[config.mk]
export PLATFORM = sky130hd
export DESIGN_NAME = rfe_cordic
export DESIGN_NICKNAME = d
export VERILOG_FILES = /design/src/rtl/rfe_pkg.sv /design/src/rtl/rfe_cordic.sv
export SDC_FILE = /design/constraint.sdc
export NUM_CORES = 2
export LEC_CHECK = 0
export BUFFER_PORTS_ARGS = -buffer_cell sky130_fd_sc_hd__buf_2
export CORE_UTILIZATION = 58
export CTS_CLUSTER_DIAMETER = 60
export DETAILED_ROUTE_END_ITERATION = 16
export GPL_TIMING_DRIVEN = 0
export PLACE_DENSITY = 0.78
export RECOVER_POWER = 100
export SLEW_MARGIN = 15
export SYNTH_ARGS = -nofsm -noshare
export SYNTH_HDL_FRONTEND = slang
export SYNTH_SLANG_ARGS = --single-unit
export TNS_END_PERCENT = 5
[constraint.sdc]
create_clock -name clk_i -period 4.5 [get_ports clk_i]
set_input_delay 0.225 -clock clk_i [delete_from_list [all_inputs] [get_ports clk_i]]
set_output_delay 0.225 -clock clk_i [all_outputs]
set_load 0.01 [all_outputs]
[src/rtl/rfe_pkg.sv]
// Shared types and constants for the Euler-angle rotation matrix block.
`default_nettype none

package rfe_pkg;

  localparam int unsigned AngleW       = 16;
  localparam int unsigned PhaseW       = 32;
  localparam int unsigned FoldW        = 34;
  localparam int unsigned TrigW        = 22;
  localparam int unsigned ProdW        = 44;
  localparam int unsigned ElemW        = 16;
  localparam int unsigned CordicSteps  = 16;
  localparam int unsigned MatrixStages = 3;
  localparam int unsigned PipeStages   = CordicSteps + 1 + MatrixStages;

  localparam logic signed [FoldW-1:0]  PhaseHalfPi = 34'sd1686629713;
  localparam logic signed [FoldW-1:0]  PhasePi     = 34'sd3373259426;
  localparam logic signed [PhaseW-1:0] CordicX0    = 32'sd652032874;

  localparam logic signed [PhaseW-1:0] AtanTab [CordicSteps] = '{
    32'sd843314857, 32'sd497837829, 32'sd263043837, 32'sd133525159,
    32'sd67021687,  32'sd33543516,  32'sd16775851,  32'sd8388437,
    32'sd4194283,   32'sd2097149,   32'sd1048576,   32'sd524288,
    32'sd262144,    32'sd131072,    32'sd65536,     32'sd32768
  };

  typedef struct packed {
    logic signed [PhaseW-1:0] phase;
    logic                     neg;
  } angle_t;

  typedef struct packed {
    angle_t alpha;
    angle_t beta;
    angle_t gamma;
  } item_t;

  typedef struct packed {
    logic signed [TrigW-1:0] sa;
    logic signed [TrigW-1:0] ca;
    logic signed [TrigW-1:0] sb;
    logic signed [TrigW-1:0] cb;
    logic signed [TrigW-1:0] sg;
    logic signed [TrigW-1:0] cg;
  } trig_t;

  typedef struct packed {
    logic [ElemW-1:0] r1c1;
    logic [ElemW-1:0] r2c1;
    logic [ElemW-1:0] r3c1;
    logic [ElemW-1:0] r1c2;
    logic [ElemW-1:0] r2c2;
    logic [ElemW-1:0] r3c2;
    logic [ElemW-1:0] r1c3;
    logic [ElemW-1:0] r2c3;
    logic [ElemW-1:0] r3c3;
  } matrix_t;

endpackage

`default_nettype wire

[src/rtl/rfe_cordic.sv]
// Pipelined rotation-mode CORDIC giving the sine and cosine of one folded angle.
`default_nettype none

module rfe_cordic import rfe_pkg::*; (
  input  logic                    clk_i,
  input  logic                    en_i,
  input  angle_t                  angle_i,
  output logic signed [TrigW-1:0] sin_o,
  output logic signed [TrigW-1:0] cos_o
);

  logic signed [PhaseW-1:0] x_q [CordicSteps];
  logic signed [PhaseW-1:0] y_q [CordicSteps];
  logic signed [PhaseW-1:0] z_q [CordicSteps];
  logic signed [PhaseW-1:0] x_d [CordicSteps];
  logic signed [PhaseW-1:0] y_d [CordicSteps];
  logic signed [PhaseW-1:0] z_d [CordicSteps];
  logic [CordicSteps-1:0]   neg_q, neg_d;
  logic signed [TrigW-1:0]  sin_q, sin_d, cos_q, cos_d;

  always_comb begin
    logic signed [PhaseW-1:0] xi, yi, zi;
    for (int i = 0; i < CordicSteps; i++) begin
      if (i == 0) begin
        xi       = CordicX0;
        yi       = '0;
        zi       = angle_i.phase;
        neg_d[i] = angle_i.neg;
      end else begin
        xi       = x_q[i-1];
        yi       = y_q[i-1];
        zi       = z_q[i-1];
        neg_d[i] = neg_q[i-1];
      end
      if (!zi[PhaseW-1]) begin
        x_d[i] = xi - (yi >>> i);
        y_d[i] = yi + (xi >>> i);
        z_d[i] = zi - AtanTab[i];
      end else begin
        x_d[i] = xi + (yi >>> i);
        y_d[i] = yi - (xi >>> i);
        z_d[i] = zi + AtanTab[i];
      end
    end
  end

  always_comb begin
    logic signed [PhaseW-1:0] xr, yr;
    xr = (x_q[CordicSteps-1] + 32'sd512) >>> 10;
    yr = (y_q[CordicSteps-1] + 32'sd512) >>> 10;
    cos_d = xr[TrigW-1:0];
    sin_d = yr[TrigW-1:0];
    if (neg_q[CordicSteps-1]) begin
      cos_d = -xr[TrigW-1:0];
      sin_d = -yr[TrigW-1:0];
    end
  end

  always_ff @(posedge clk_i) begin
    if (en_i) begin
      x_q   <= x_d;
      y_q   <= y_d;
      z_q   <= z_d;
      neg_q <= neg_d;
      sin_q <= sin_d;
      cos_q <= cos_d;
    end
  end

  assign sin_o = sin_q;
  assign cos_o = cos_q;

endmodule

`default_nettype wire

==> flow_summary.toml <==
[run_status]
status = "complete, but fails checks"
failed_checks = "max-capacitance violations, max-slew violations, negative setup slack"

[drt]
routed_antenna_nets = 0
detail_route.drc_violations = 0
totalWireLength_um = 303000
first_iter_violations = 6922
drt_pre_antenna_iters = 6
avgViaCountPerCell = 6.08
final_routed_wire_length_divided_by_cell_count_um = 20.2
num_vias = 90900

[floorplanning]
initial_core_util_pct = 58.3
die_height_um = 445
core_region_area_mm2 = 0.195
top_level_ports = 79
chipWidth_um = 445
rows = 162
die_area_mm2 = 0.198

[grt]
via_count_of_the_first_global_routing_pass = 87300
grt_pass1_wl_um = 470000
maximum_number_of_pins_on_one_net_before_global_route_repair = 167
grt_util_all_layers_pct = 29.6
final_global_route_overflow_total = 0
antenna_found_initial = 4

[worst_setup_path]
crit_arrival_ns = 5.32
critical_path.most_common_cell = "a21o_1"
timing.critical_path.cells = "nor3_2 > nand2b_1 > nor3_4 > nand2_2 > nor4_4 > a31oi_1 > xor2_1 > ha_2 > a21o_1 > a21o_1 > a221o_1 > a21oi_2 > o21ai_2 > a221oi_2 > a21oi_2 > a21o_1 > a22o_1 > o41ai_2 > xnor2_1"
worst-endpoint-required_ns = 5.06
critical-path-max-stage-delay_ns = 0.45
timing.critical_path.slowest_stage_cell = "edfxtp_1"
critical_path_class = "reg -> reg"
cp-start-kind = "flip-flop"
critPathBufInv = 0
crit_path_end_kind = "flip-flop"
critical_path_peak_fanout = 4
critPathTopFamily = "compound AO/OA/AOI/OAI gates"

[final_layout]
antenna_cells = 0
area_used_by_multi_input_combinational_logic_mm2 = 0.0732
area_growth_syn_to_layout_pct = 12.4
seq_area_mm2 = 0.0406
post_route_cells_drive_above_1_share_pct = 8.65
filler_cell_count_in_the_final_layout = 15400
final_nets = 13600
fin_util_pct = 65.6
stdcell_count = 15000

[clock_tree]
clock_latency_ns = 0.82
clock_path_buffers = 3
worst_setup_hold_path_clk_slew_ns = 0.06
cts_root_buf = "clkbuf_16"
htree_num_levels = 4
cts_num_sinks = 1352
cts_tree = "yes"
cts_inserted_buffers = 167

[place]
numPortBuffers = 78
global_placer_s_final_weighted_congestion = 0.984
place_inst = 14500
dpl_worst_slack_ns = -1.72
dp_hpwl_um = 232000

[sta]
skew_ns = 0.0402
maxSlewViolCount = 454
fin_crit_ns = 4.76
rsz0062_at_grt = "yes"
final_hold_fails = 0
finalSetupViolations = 62
final_critical_path_setup_slack_ns = -0.262
hold_ws_ns = 0.143
fmax_ghz = 0.210
post-route-period-util_pct = 106
max_slew.worst_pin.slew_ns = 3.79
worst_slew_margin_rel_pct = -152

[logic_synthesis]
syn-mean-instance-area_um2 = 9.68
ys_seq_elements = 1352
number_of_distinct_library_cells_after_synthesis = 104
mappedNetlistArea_mm2 = 0.114
mappedNetlistNets = 13200
synth_top_area_cell = "edfxtp_1"
yosysTopAreaCellShare_pct = 35.7
ys_dominant_reg_cell = "edfxtp_1"
synth_sequential_area_ratio_pct = 35.7
post_synth_inst_count = 11700
synthArstFlopShare_pct = 0
synth_warnings = 0
synth.top_cells.by_area = "edfxtp_1 36%, ha_1 15%, xnor2_1 8.7%"
synth-edff-count = 1352

[worst_hold_path]
hp-class = "in -> reg"

[run]
cap_viol_max_count = 3
[path summary, 6_finish.rpt]
path / startpoint / end / slack, ns / cells past startpoint
worst max-delay path: y_q[80] / x_q[62] / -0.26 / 19
worst max register to register: y_q[80] / x_q[62] / -0.26 / 19
worst min register to register: neg_q[1] / neg_q[2] / 0.39 / 0
worst min-delay path: angle_i[17] / z_q[496] / 0.14 / 4
[cell families after synthesis]
logic type / Yosys count / synth area share (%)
AO/OA/AOI/OAI: 3416 / 18.9
AND/OR/NAND/NOR: 3011 / 12.8
XOR/XNOR: 1762 / 13.6
adder cells (fa/ha/maj): 1400 / 15.7
flip-flops: 1352 / 35.7
buffers and inverters: 689 / 2.28
multiplexers: 107 / 1.00
other: 1 / 0.00330
[flip-flops by register name, indices dropped and copies added (netlist names)]
register,count
z_q,369
neg_q,16
sin_o,22
y_q,472
cos_o,22
x_q,451
[Yosys cell counts, types with 55 or more instances]
cell type     n
a211oi_1    103
a21o_1      551
a21oi_1    1284
a31oi_1     123
and2_1       62
and3_1      110
clkbuf_1    140
edfxtp_1   1352
ha_1       1359
inv_1       513
mux2i_1      55
nand2_1     595
nand2b_1    173
nand3_1     196
nand4_1     101
nor2_1     1013
nor2b_1     134
nor3_1      275
nor4_1       85
o21a_1      169
o21ai_0     546
o21bai_1    152
or3_1        73
xnor2_1    1129
xor2_1      632
[cell usage in the layout, fill, tap and decap left out, types with 196 or more instances in the layout]
| cell type | instances |
|---|---|
| edfxtp_1 | 1352 |
| ha_1 | 1342 |
| a21oi_1 | 1240 |
| xnor2_1 | 1099 |
| nor2_1 | 990 |
| xor2_1 | 627 |
| nand2_1 | 584 |
| a21o_1 | 551 |
| o21ai_0 | 505 |
| inv_1 | 500 |
| nor3_1 | 229 |
| nand3_1 | 196 |
[layout make-up]
type                       instances  share of cell area [%]
multi-input combinational       9697                    57.3
buffer                           170                   0.625
timing repair buffer             296                    1.78
inverter                         513                    1.53
timing repair inverter             1                 0.00392
clock buffer                     187                    3.36
sequential                      1352                    31.8
clock inverter                   121                    1.05
tap                             2624                    2.57
[per-stage QoR]
step                setup TNS, ns  area, um^2
floorplan                       0      114000
global placement                -      117000
detailed placement        -320.07      118000
CTS                         -3.94      126000
global route              -116.23      128000
finish                      -5.86      128000
[layer usage]
layer	GRT usage [%]	routed length [um]	vias to the layer above
met2	50.5	145000	2737
met1	38.0	129000	43200
met3	3.53	16700	604
li1	-	-	44300
met4	12.0	12400	2
met5	0	19	-
[timing repair]
action                                  4_1_cts  5_1_grt
hold buffers                                 45        0
buffers inserted                             69       92
gates cloned                                  1        0
endpoints found under the setup margin      597      234
gates resized for setup                     344      341
pin swaps                                    49      128
endpoints found under the hold margin       156        0
[worst min-delay path: stages]
cell and delay, ns:
buf_2 0.08, ha_1 0.12, clkbuf_1 0.27, xnor2_1 0.15
Power is left out: the tool's default activity adds up to more than one toggle a clock period on the data nets, which glitch-free logic cannot reach.
