==> config.mk <==
export PLATFORM = sky130hd
export DESIGN_NAME = rfe_front
export DESIGN_NICKNAME = d
export VERILOG_FILES = /design/src/rtl/rfe_pkg.sv /design/src/rtl/rfe_front.sv
export SDC_FILE = /design/constraint.sdc
export NUM_CORES = 1
export LEC_CHECK = 0
export BUFFER_PORTS_ARGS = -buffer_cell sky130_fd_sc_hd__buf_2
export CAP_MARGIN = 25
export CORE_MARGIN = 1
export CORE_UTILIZATION = 57
export CTS_CLUSTER_DIAMETER = 40
export CTS_CLUSTER_SIZE = 12
export DETAILED_ROUTE_END_ITERATION = 6
export PLACE_DENSITY = 0.8
export SETUP_SLACK_MARGIN = 0.05
export SLEW_MARGIN = 10
export SYNTH_ARGS = -nofsm -noshare
export SYNTH_HDL_FRONTEND = slang
export SYNTH_SLANG_ARGS = --single-unit
==> constraint.sdc <==
create_clock -name clk_i -period 3 [get_ports clk_i]
set_clock_uncertainty 0.1 [all_clocks]
set_input_delay 0.3 -clock clk_i [delete_from_list [all_inputs] [get_ports clk_i]]
set_output_delay 0.3 -clock clk_i [all_outputs]
set_load 0.01 [all_outputs]
==> src/rtl/rfe_pkg.sv <==
// Shared types and constants for the Euler-angle rotation matrix block.
`default_nettype none

package rfe_pkg;

  localparam int unsigned AngleW       = 16;
  localparam int unsigned PhaseW       = 32;
  localparam int unsigned FoldW        = 34;
  localparam int unsigned TrigW        = 22;
  localparam int unsigned ProdW        = 44;
  localparam int unsigned ElemW        = 16;
  localparam int unsigned CordicSteps  = 16;
  localparam int unsigned MatrixStages = 3;
  localparam int unsigned PipeStages   = CordicSteps + 1 + MatrixStages;

  localparam logic signed [FoldW-1:0]  PhaseHalfPi = 34'sd1686629713;
  localparam logic signed [FoldW-1:0]  PhasePi     = 34'sd3373259426;
  localparam logic signed [PhaseW-1:0] CordicX0    = 32'sd652032874;

  localparam logic signed [PhaseW-1:0] AtanTab [CordicSteps] = '{
    32'sd843314857, 32'sd497837829, 32'sd263043837, 32'sd133525159,
    32'sd67021687,  32'sd33543516,  32'sd16775851,  32'sd8388437,
    32'sd4194283,   32'sd2097149,   32'sd1048576,   32'sd524288,
    32'sd262144,    32'sd131072,    32'sd65536,     32'sd32768
  };

  typedef struct packed {
    logic signed [PhaseW-1:0] phase;
    logic                     neg;
  } angle_t;

  typedef struct packed {
    angle_t alpha;
    angle_t beta;
    angle_t gamma;
  } item_t;

  typedef struct packed {
    logic signed [TrigW-1:0] sa;
    logic signed [TrigW-1:0] ca;
    logic signed [TrigW-1:0] sb;
    logic signed [TrigW-1:0] cb;
    logic signed [TrigW-1:0] sg;
    logic signed [TrigW-1:0] cg;
  } trig_t;

  typedef struct packed {
    logic [ElemW-1:0] r1c1;
    logic [ElemW-1:0] r2c1;
    logic [ElemW-1:0] r3c1;
    logic [ElemW-1:0] r1c2;
    logic [ElemW-1:0] r2c2;
    logic [ElemW-1:0] r3c2;
    logic [ElemW-1:0] r1c3;
    logic [ElemW-1:0] r2c3;
    logic [ElemW-1:0] r3c3;
  } matrix_t;

endpackage

`default_nettype wire

==> src/rtl/rfe_front.sv <==
// Front end: folds each angle into the CORDIC range and queues the transaction.
`default_nettype none

module rfe_front import rfe_pkg::*; #(
  parameter int unsigned QueueDepth = 4
) (
  input  logic              clk_i,
  input  logic              rst_ni,
  input  logic              in_valid_i,
  output logic              in_ready_o,
  input  logic [AngleW-1:0] angle_alpha_i,
  input  logic [AngleW-1:0] angle_beta_i,
  input  logic [AngleW-1:0] angle_gamma_i,
  input  logic              pop_i,
  output logic              head_valid_o,
  output item_t             head_o
);

  localparam int unsigned PtrW = $clog2(QueueDepth);
  localparam int unsigned CntW = $clog2(QueueDepth + 1);
  localparam logic [PtrW-1:0] LastPtr = PtrW'(QueueDepth - 1);
  localparam logic [CntW-1:0] FullCnt = CntW'(QueueDepth);

  function automatic angle_t classify(input logic [AngleW-1:0] ang);
    logic signed [FoldW-1:0] ph;
    logic signed [FoldW-1:0] folded;
    angle_t                  res;
    ph        = {ang[AngleW-1], ang, 17'b0};
    folded    = ph;
    res.neg   = 1'b0;
    if (ph > PhaseHalfPi) begin
      folded  = ph - PhasePi;
      res.neg = 1'b1;
    end else if (ph < -PhaseHalfPi) begin
      folded  = ph + PhasePi;
      res.neg = 1'b1;
    end
    res.phase = folded[PhaseW-1:0];
    return res;
  endfunction

  item_t            mem_q [QueueDepth];
  item_t            item_in;
  logic [PtrW-1:0]  wr_ptr_q, wr_ptr_d, rd_ptr_q, rd_ptr_d;
  logic [CntW-1:0]  cnt_q, cnt_d;
  logic             push;

  assign in_ready_o   = (cnt_q != FullCnt);
  assign push         = in_valid_i && in_ready_o;
  assign head_valid_o = (cnt_q != '0);
  assign head_o       = mem_q[rd_ptr_q];

  always_comb begin
    item_in.alpha = classify(angle_alpha_i);
    item_in.beta  = classify(angle_beta_i);
    item_in.gamma = classify(angle_gamma_i);
  end

  always_comb begin
    wr_ptr_d = wr_ptr_q;
    rd_ptr_d = rd_ptr_q;
    cnt_d    = cnt_q;
    if (push) begin
      wr_ptr_d = (wr_ptr_q == LastPtr) ? '0 : wr_ptr_q + 1'b1;
    end
    if (pop_i) begin
      rd_ptr_d = (rd_ptr_q == LastPtr) ? '0 : rd_ptr_q + 1'b1;
    end
    if (push && !pop_i) begin
      cnt_d = cnt_q + 1'b1;
    end else if (!push && pop_i) begin
      cnt_d = cnt_q - 1'b1;
    end
  end

  always_ff @(posedge clk_i or negedge rst_ni) begin
    if (!rst_ni) begin
      wr_ptr_q <= '0;
      rd_ptr_q <= '0;
      cnt_q    <= '0;
    end else begin
      wr_ptr_q <= wr_ptr_d;
      rd_ptr_q <= rd_ptr_d;
      cnt_q    <= cnt_d;
    end
  end

  always_ff @(posedge clk_i) begin
    if (push) begin
      mem_q[wr_ptr_q] <= item_in;
    end
  end

  assert property (@(posedge clk_i) disable iff (!rst_ni) cnt_q <= FullCnt)
    else $error("Queue occupancy exceeds its depth.");

  assert property (@(posedge clk_i) disable iff (!rst_ni)
    pop_i && !push |=> cnt_q == $past(cnt_q) - 1'b1)
    else $error("Queue occupancy did not drop after a lone read.");

endmodule

`default_nettype wire

==> results.toml, run 1 <==
[placement]
gp_congestion = 0.877
pre_cts_slack_ns = 0.339
dp_hpwl_microns = 12700
place_inst = 965
dpl_cell_area_sq_um = 11100
numPortBuffers = 149

[synthesis]
ys_seq_area_frac = 0.640
ys_warn_count = 0
yosys.cell_count.top_type = "edfxtp_1"
yosysUniqueCellTypes = 68
synth_edf_count = 216
syn_avg_cell_area_sq_um = 16.0
synth.area.top_cells = "edfxtp_1 62%, mux4_2 12%, buf_4 3.5%, ha_1 2.2%, xnor2_1 1.8%"
netlist_top_cells_count = "216 x edfxtp_1, 54 x mux4_2, 48 x buf_4, 26 x nand2_1, 25 x inv_1"
syn_inst = 651
synthFlopType = "edfxtp_1"
synth.largest_area_cell = "edfxtp_1"
synth_seq_cells = 223
syn_area_sq_um = 10400
synthArstFlopShare = 0.0314
synth_top_area_share = 0.624

[timing]
maxSlewViolCount = 0
fmax_ghz = 0.364
setup_viol = 0
post-route-min-period_ns = 2.75
setup_tns_ns = 0
rsz0062_at_grt = "no"
worstMarginPinSlew_ns = 0.633
hold_violations = 0
relSlewSlack = 0.578
period_share = 0.916
layout_setup_ws_ns = 0.251
holdWs_ns = 0.0586

[min_path]
worst_hold_path_type = "input pin to async pin"

[power]
power_density_nw_per_um2 = 915
pwr-share-seq = 0.410
comb_power_share = 0.319
power_mw = 11.0
leakage_nw = 4.33
p_int_mw = 7.61
ir_drop_mv = 1.02
power_switching_mw = 3.36
power_frac_clock = 0.271
power_switching_share = 0.306

[route]
drc_errors = 0
wl_per_cell_microns = 19.5
ant_nets = 0
vias = 5931
drt-total-wl_microns = 19800
drt-initial-drc-count = 386
first_pass_iters = 5
routed_via_density = 5.84

[clock_network]
cts.sinks = 223
cts_tree = "done"
clkTransAtPathRegs_ns = 0.06
clock_path_buffers = 3
cts_root_buffer = "clkbuf_16"
clk_latency_ns = 0.51
cts_buffers = 27
cts_max_level = 1
cts_setup_buffers = 0

[finish]
stdcell_count = 1015
n_antenna_cell = 0
final_util = 0.669
area_delta_synth_final_pct = 15.1
layout-drive-gt1-share = 0.351
fin_nets = 838
fin_area_sq_um = 12000

[floorplan]
ios = 153
die_w_microns = 137
core_area_sq_um = 17900
initial_core_util = 0.581
die_y_microns = 137
die_area_sq_um = 18800
rows = 49

[global_route]
grt_pass1_wl_microns = 30700
grt_use_total = 0.217
grt_pass1_vias = 5898
antenna_found_initial = 0
grt_overflow = 0
grt_max_degree = 55

[setup_path]
critical_path.cell_chain = "buf_4 > mux4_2 > buf_2"
crit_required_ns = 2.60
cpPeakStageDelay_ns = 0.77
arrival_ns = 2.35
criticalPathCategory = "register to output port"
cpLargestDelayFamily = "flip-flops"
crit_path_top_delay_cell = "dfrtp_4"
critical_path_buf_inv_count = 2
startpoint_type = "register"
cp-end-kind = "output port"
crit_fanout = 25

[outcome]
status = "complete, no violations"

[job]
maxCapViolCount = 0
[final cells by class]
cell class | count | area [sq um]
Tap cell | 229 | 287
Clock buffer | 36 | 709
Inverter | 27 | 101
Sequential cell | 223 | 6670
Clock inverter | 12 | 123
Multi-Input combinational cell | 323 | 3150
Timing Repair Buffer | 165 | 946
Fill cell | 1260 | 5920
[worst reg2reg max path: stages (launching register included)]
cell     delay [ns]
dfrtp_1        0.43
nor2_1         0.07
nand2_1        0.15
and2_0         0.27
ha_1           0.22
inv_1          0.06
fa_1           0.38
xor2_1         0.18
nor2_1         0.12
xor2_1         0.19
[final timing paths]
| kind | startpoint | to | slack, ns | cells past startpoint |
|---|---|---|---|---|
| min | rst_ni | cnt_q[0] | 0.06 | 2 |
| min in group clk_i | angle_beta_i[13] | mem_q[1][64] | 0.14 | 2 |
| min reg2reg | cnt_q[2] | cnt_q[2] | 0.42 | 1 |
| max in group asynchronous | rst_ni | rd_ptr_q[0] | 2.56 | 2 |
| max | rd_ptr_q[0] | head_o[2] | 0.25 | 3 |
| max reg2reg | cnt_q[0] | cnt_q[2] | 0.75 | 9 |
[cell families after synthesis]
logic type               synth area share
AO/OA/AOI/OAI                      0.0712
XOR/XNOR                           0.0354
adder cells (fa/ha/maj)            0.0236
buffers and inverters              0.0585
flip-flops                          0.640
multiplexers                        0.119
other                            0.000360
AND/OR/NAND/NOR                    0.0516
[sequential cells by signal, summed over array words and instances, names as in the netlist]
| register | flops |
|---|---|
| wr_ptr_q | 2 |
| cnt_q | 3 |
| rd_ptr_q | 2 |
| mem_q | 216 |
[layer usage]
metal | wire (microns) | vias to the layer above | global-route usage
met5 | 0 | - | 0
met4 | 334 | 0 | 0.0598
met3 | 1330 | 27 | 0.0437
met2 | 9960 | 222 | 0.372
met1 | 8170 | 2963 | 0.282
li1 | - | 2719 | -
[power by group through the flow]
stage | Sequential [mW] | Clock, mW | Combinational [mW]
floorplan | 4.37 | 0 | 2.73
global placement | 4.52 | 0 | 3.49
detailed placement | 4.57 | 0 | 3.54
CTS | 4.51 | 3.03 | 3.56
global route | 4.57 | 3.16 | 3.81
finish | 4.50 | 2.97 | 3.50
[what timing repair did]
item	CTS	global route
hold buffers	2	0
endpoints found under the hold margin	8	0
gates resized for setup	0	0
[layout by cell type (no fill, tap or decap), types with 4 or more instances in the layout]
cell	count
mux4_2	54
o31a_1	4
ha_1	18
nand3_1	5
a31oi_1	10
nand2_1	26
and3_1	4
inv_1	25
edfxtp_1	216
or3_1	4
o21bai_1	5
buf_2	149
and3_2	4
clkinv_2	4
xnor2_1	21
clkbuf_1	9
xor2_1	21
buf_4	8
nor2_1	17
clkbuf_16	27
buf_12	6
o21ai_1	5
and2_1	5
o21ai_0	22
nor2b_1	7
o22ai_1	7
a21oi_1	9
nor3_1	16
dfrtp_1	5
No activity file was read; power rests on OpenSTA's default activity.
==> run 2: changes to the inputs <==
Settings changed: CORE_UTILIZATION 57 to 61, PLACE_DENSITY 0.8 to 0.84, TNS_END_PERCENT from default to 5.
Clock period 3 ns to 3.4 ns, I/O delays scaled along.
==> run 2 against run 1 <==
Global-route usage is 2.5 points higher. Sequential share of layout area is 0.39 points higher. Register-to-register slack better by 0.45 ns. Utilization is 4.6 points higher. Critical path type unchanged. Critical endpoint is now head_o[77].
==> results.toml, run 2 (same netlist as run 1, synthesis figures left out) <==
[outcome]
status = "complete, no violations"

[power]
comb_power_share = 0.322
power_switching_mw = 3.08
p_int_mw = 6.59
leakage_nw = 4.31
power_density_nw_per_um2 = 813
power_switching_share = 0.318
pwr-share-seq = 0.409
power_frac_clock = 0.268
ir_drop_mv = 0.441

[route]
drt-initial-drc-count = 401
drc_errors = 0
wl_per_cell_microns = 20.4
first_pass_iters = 5
vias = 5989
ant_nets = 0
drt-total-wl_microns = 20500
routed_via_density = 5.95

[setup_path]
startpoint_type = "register"
crit_required_ns = 2.96
r2r_end = "cnt_q[2]"
crit_fanout = 18
reg2reg_slack_ns = 1.20
criticalPathCategory = "register to output port"
reg2regPathDepth = 9
arrival_ns = 2.40
cp-end-kind = "output port"
r2r-start = "cnt_q[0]"

[timing]
rsz0062_at_grt = "no"
relSlewSlack = 0.468
fmax_ghz = 0.353
period_share = 0.834
worstMarginPinSlew_ns = 0.796
post-route-min-period_ns = 2.84
hold_violations = 0
setup_tns_ns = 0
maxSlewViolCount = 0
setup_viol = 0

[finish]
layout_common_cells = "216 x edfxtp_1, 149 x buf_2, 54 x mux4_2, 27 x clkbuf_16, 26 x nand2_1"
fin_nets = 837
area_delta_synth_final_pct = 14.3
largest_register_ffs = 216
largest-register = "mem_q"
n_antenna_cell = 0
layout-drive-gt1-share = 0.356
reg.largest.list = "mem_q (216), cnt_q (3)"
final_util = 0.715
layout_commonest_cell = "edfxtp_1"

[global_route]
antenna_found_initial = 0
grt_pass1_wl_microns = 32800
grt_overflow = 0
grt_pass1_vias = 6167
grt_use_total = 0.242
grt_max_degree = 51

[clock_network]
cts_max_level = 1
cts.sinks = 223
cts_tree = "done"
clock_path_buffers = 3
cts_buffers = 27
cts_root_buffer = "clkbuf_16"
clkTransAtPathRegs_ns = 0.06
cts_setup_buffers = 0
clk_latency_ns = 0.51

[floorplan]
die_area_sq_um = 17600
initial_core_util = 0.625
rows = 47
die_y_microns = 133
ios = 153
die_w_microns = 133
core_area_sq_um = 16600

[min_path]
holdPathStages = 2
hold_start = "pop_i"
worst_hold_path_type = "input pin to register"
holdPathEnd = "rd_ptr_q[1]"

[placement]
dp_hpwl_microns = 13300
gp_congestion = 0.902
numPortBuffers = 149

[job]
maxCapViolCount = 0
==> run 2: cell types whose count changed in the layout (fill, tap and decap cells not counted), sizes merged <==
cell,change
inv,+4
dlygate4sd3,-1
bufinv,-2
clkbuf,-1
==> run 2: power by group through the flow <==
stage | combinational (mW) | clock (mW) | sequential, mW
after floorplan | 2.41 | 0 | 3.86
after CTS | 3.17 | 2.63 | 3.97
final | 3.11 | 2.60 | 3.96
after global placement | 3.08 | 0 | 3.96
after global routing | 3.35 | 2.73 | 4.01
after detailed placement | 3.15 | 0 | 4.01
==> run 2: critical path, stage by stage (launching register included) <==
cell and delay, ns:
dfrtp_4 0.67, buf_4 0.40, mux4_2 0.62, buf_2 0.18
==> run 2: worst max path at each step <==
stage	from	endpoint	slack, ns
final	rd_ptr_q[0]	head_o[77]	0.56
after global routing	rd_ptr_q[0]	head_o[11]	0.43
after CTS	rd_ptr_q[0]	head_o[77]	0.51
after detailed placement	angle_alpha_i[4]	mem_q[0][94]	0.75
after global placement	angle_alpha_i[4]	mem_q[0][89]	0.83
after floorplan	cnt_q[0]	mem_q[1][14]	0.90
==> run 2: metal layers <==
| layer | GRT usage | up-vias | share of wire |
|---|---|---|---|
| met1 | 0.320 | 3003 | 0.41 |
| met2 | 0.412 | 241 | 0.51 |
| li1 | - | 2718 | - |
| met3 | 0.0421 | 27 | 0.064 |
| met4 | 0.0773 | 0 | 0.017 |
| met5 | 0 | - | 0 |
==> run 2: area by class of cell <==
class	instances	area [sq um]
timing repair buffer	164	886
inverter	27	101
sequential	223	6670
tap	220	275
clock inverter	14	93.8
fill	1056	4750
multi-input combinational	323	3150
clock buffer	35	726
==> run 2: per-stage QoR <==
stage | worst slack [ns] | total power, mW | area (sq um) | cells | hold WS (ns)
2_1_floorplan | 0.903 | 6.26 | 10400 | 653 | -0.0556
3_3_place_gp | 0.829 | 7.04 | 11100 | 956 | 0.0740
3_5_place_dp | 0.754 | 7.16 | 11100 | 956 | 0.0810
4_1_cts | 0.506 | 9.77 | 11900 | 1006 | 0.00129
5_1_grt | 0.434 | 10.1 | 11900 | 1006 | 0.0176
6_report | 0.563 | 9.67 | 11900 | 1006 | 0.0111
==> run 2: timing repair <==
action | 4_1_cts | 5_1_grt
hold buffers | 1 | 0
endpoints found under the hold margin | 7 | 0
resized for setup | 0 | 0
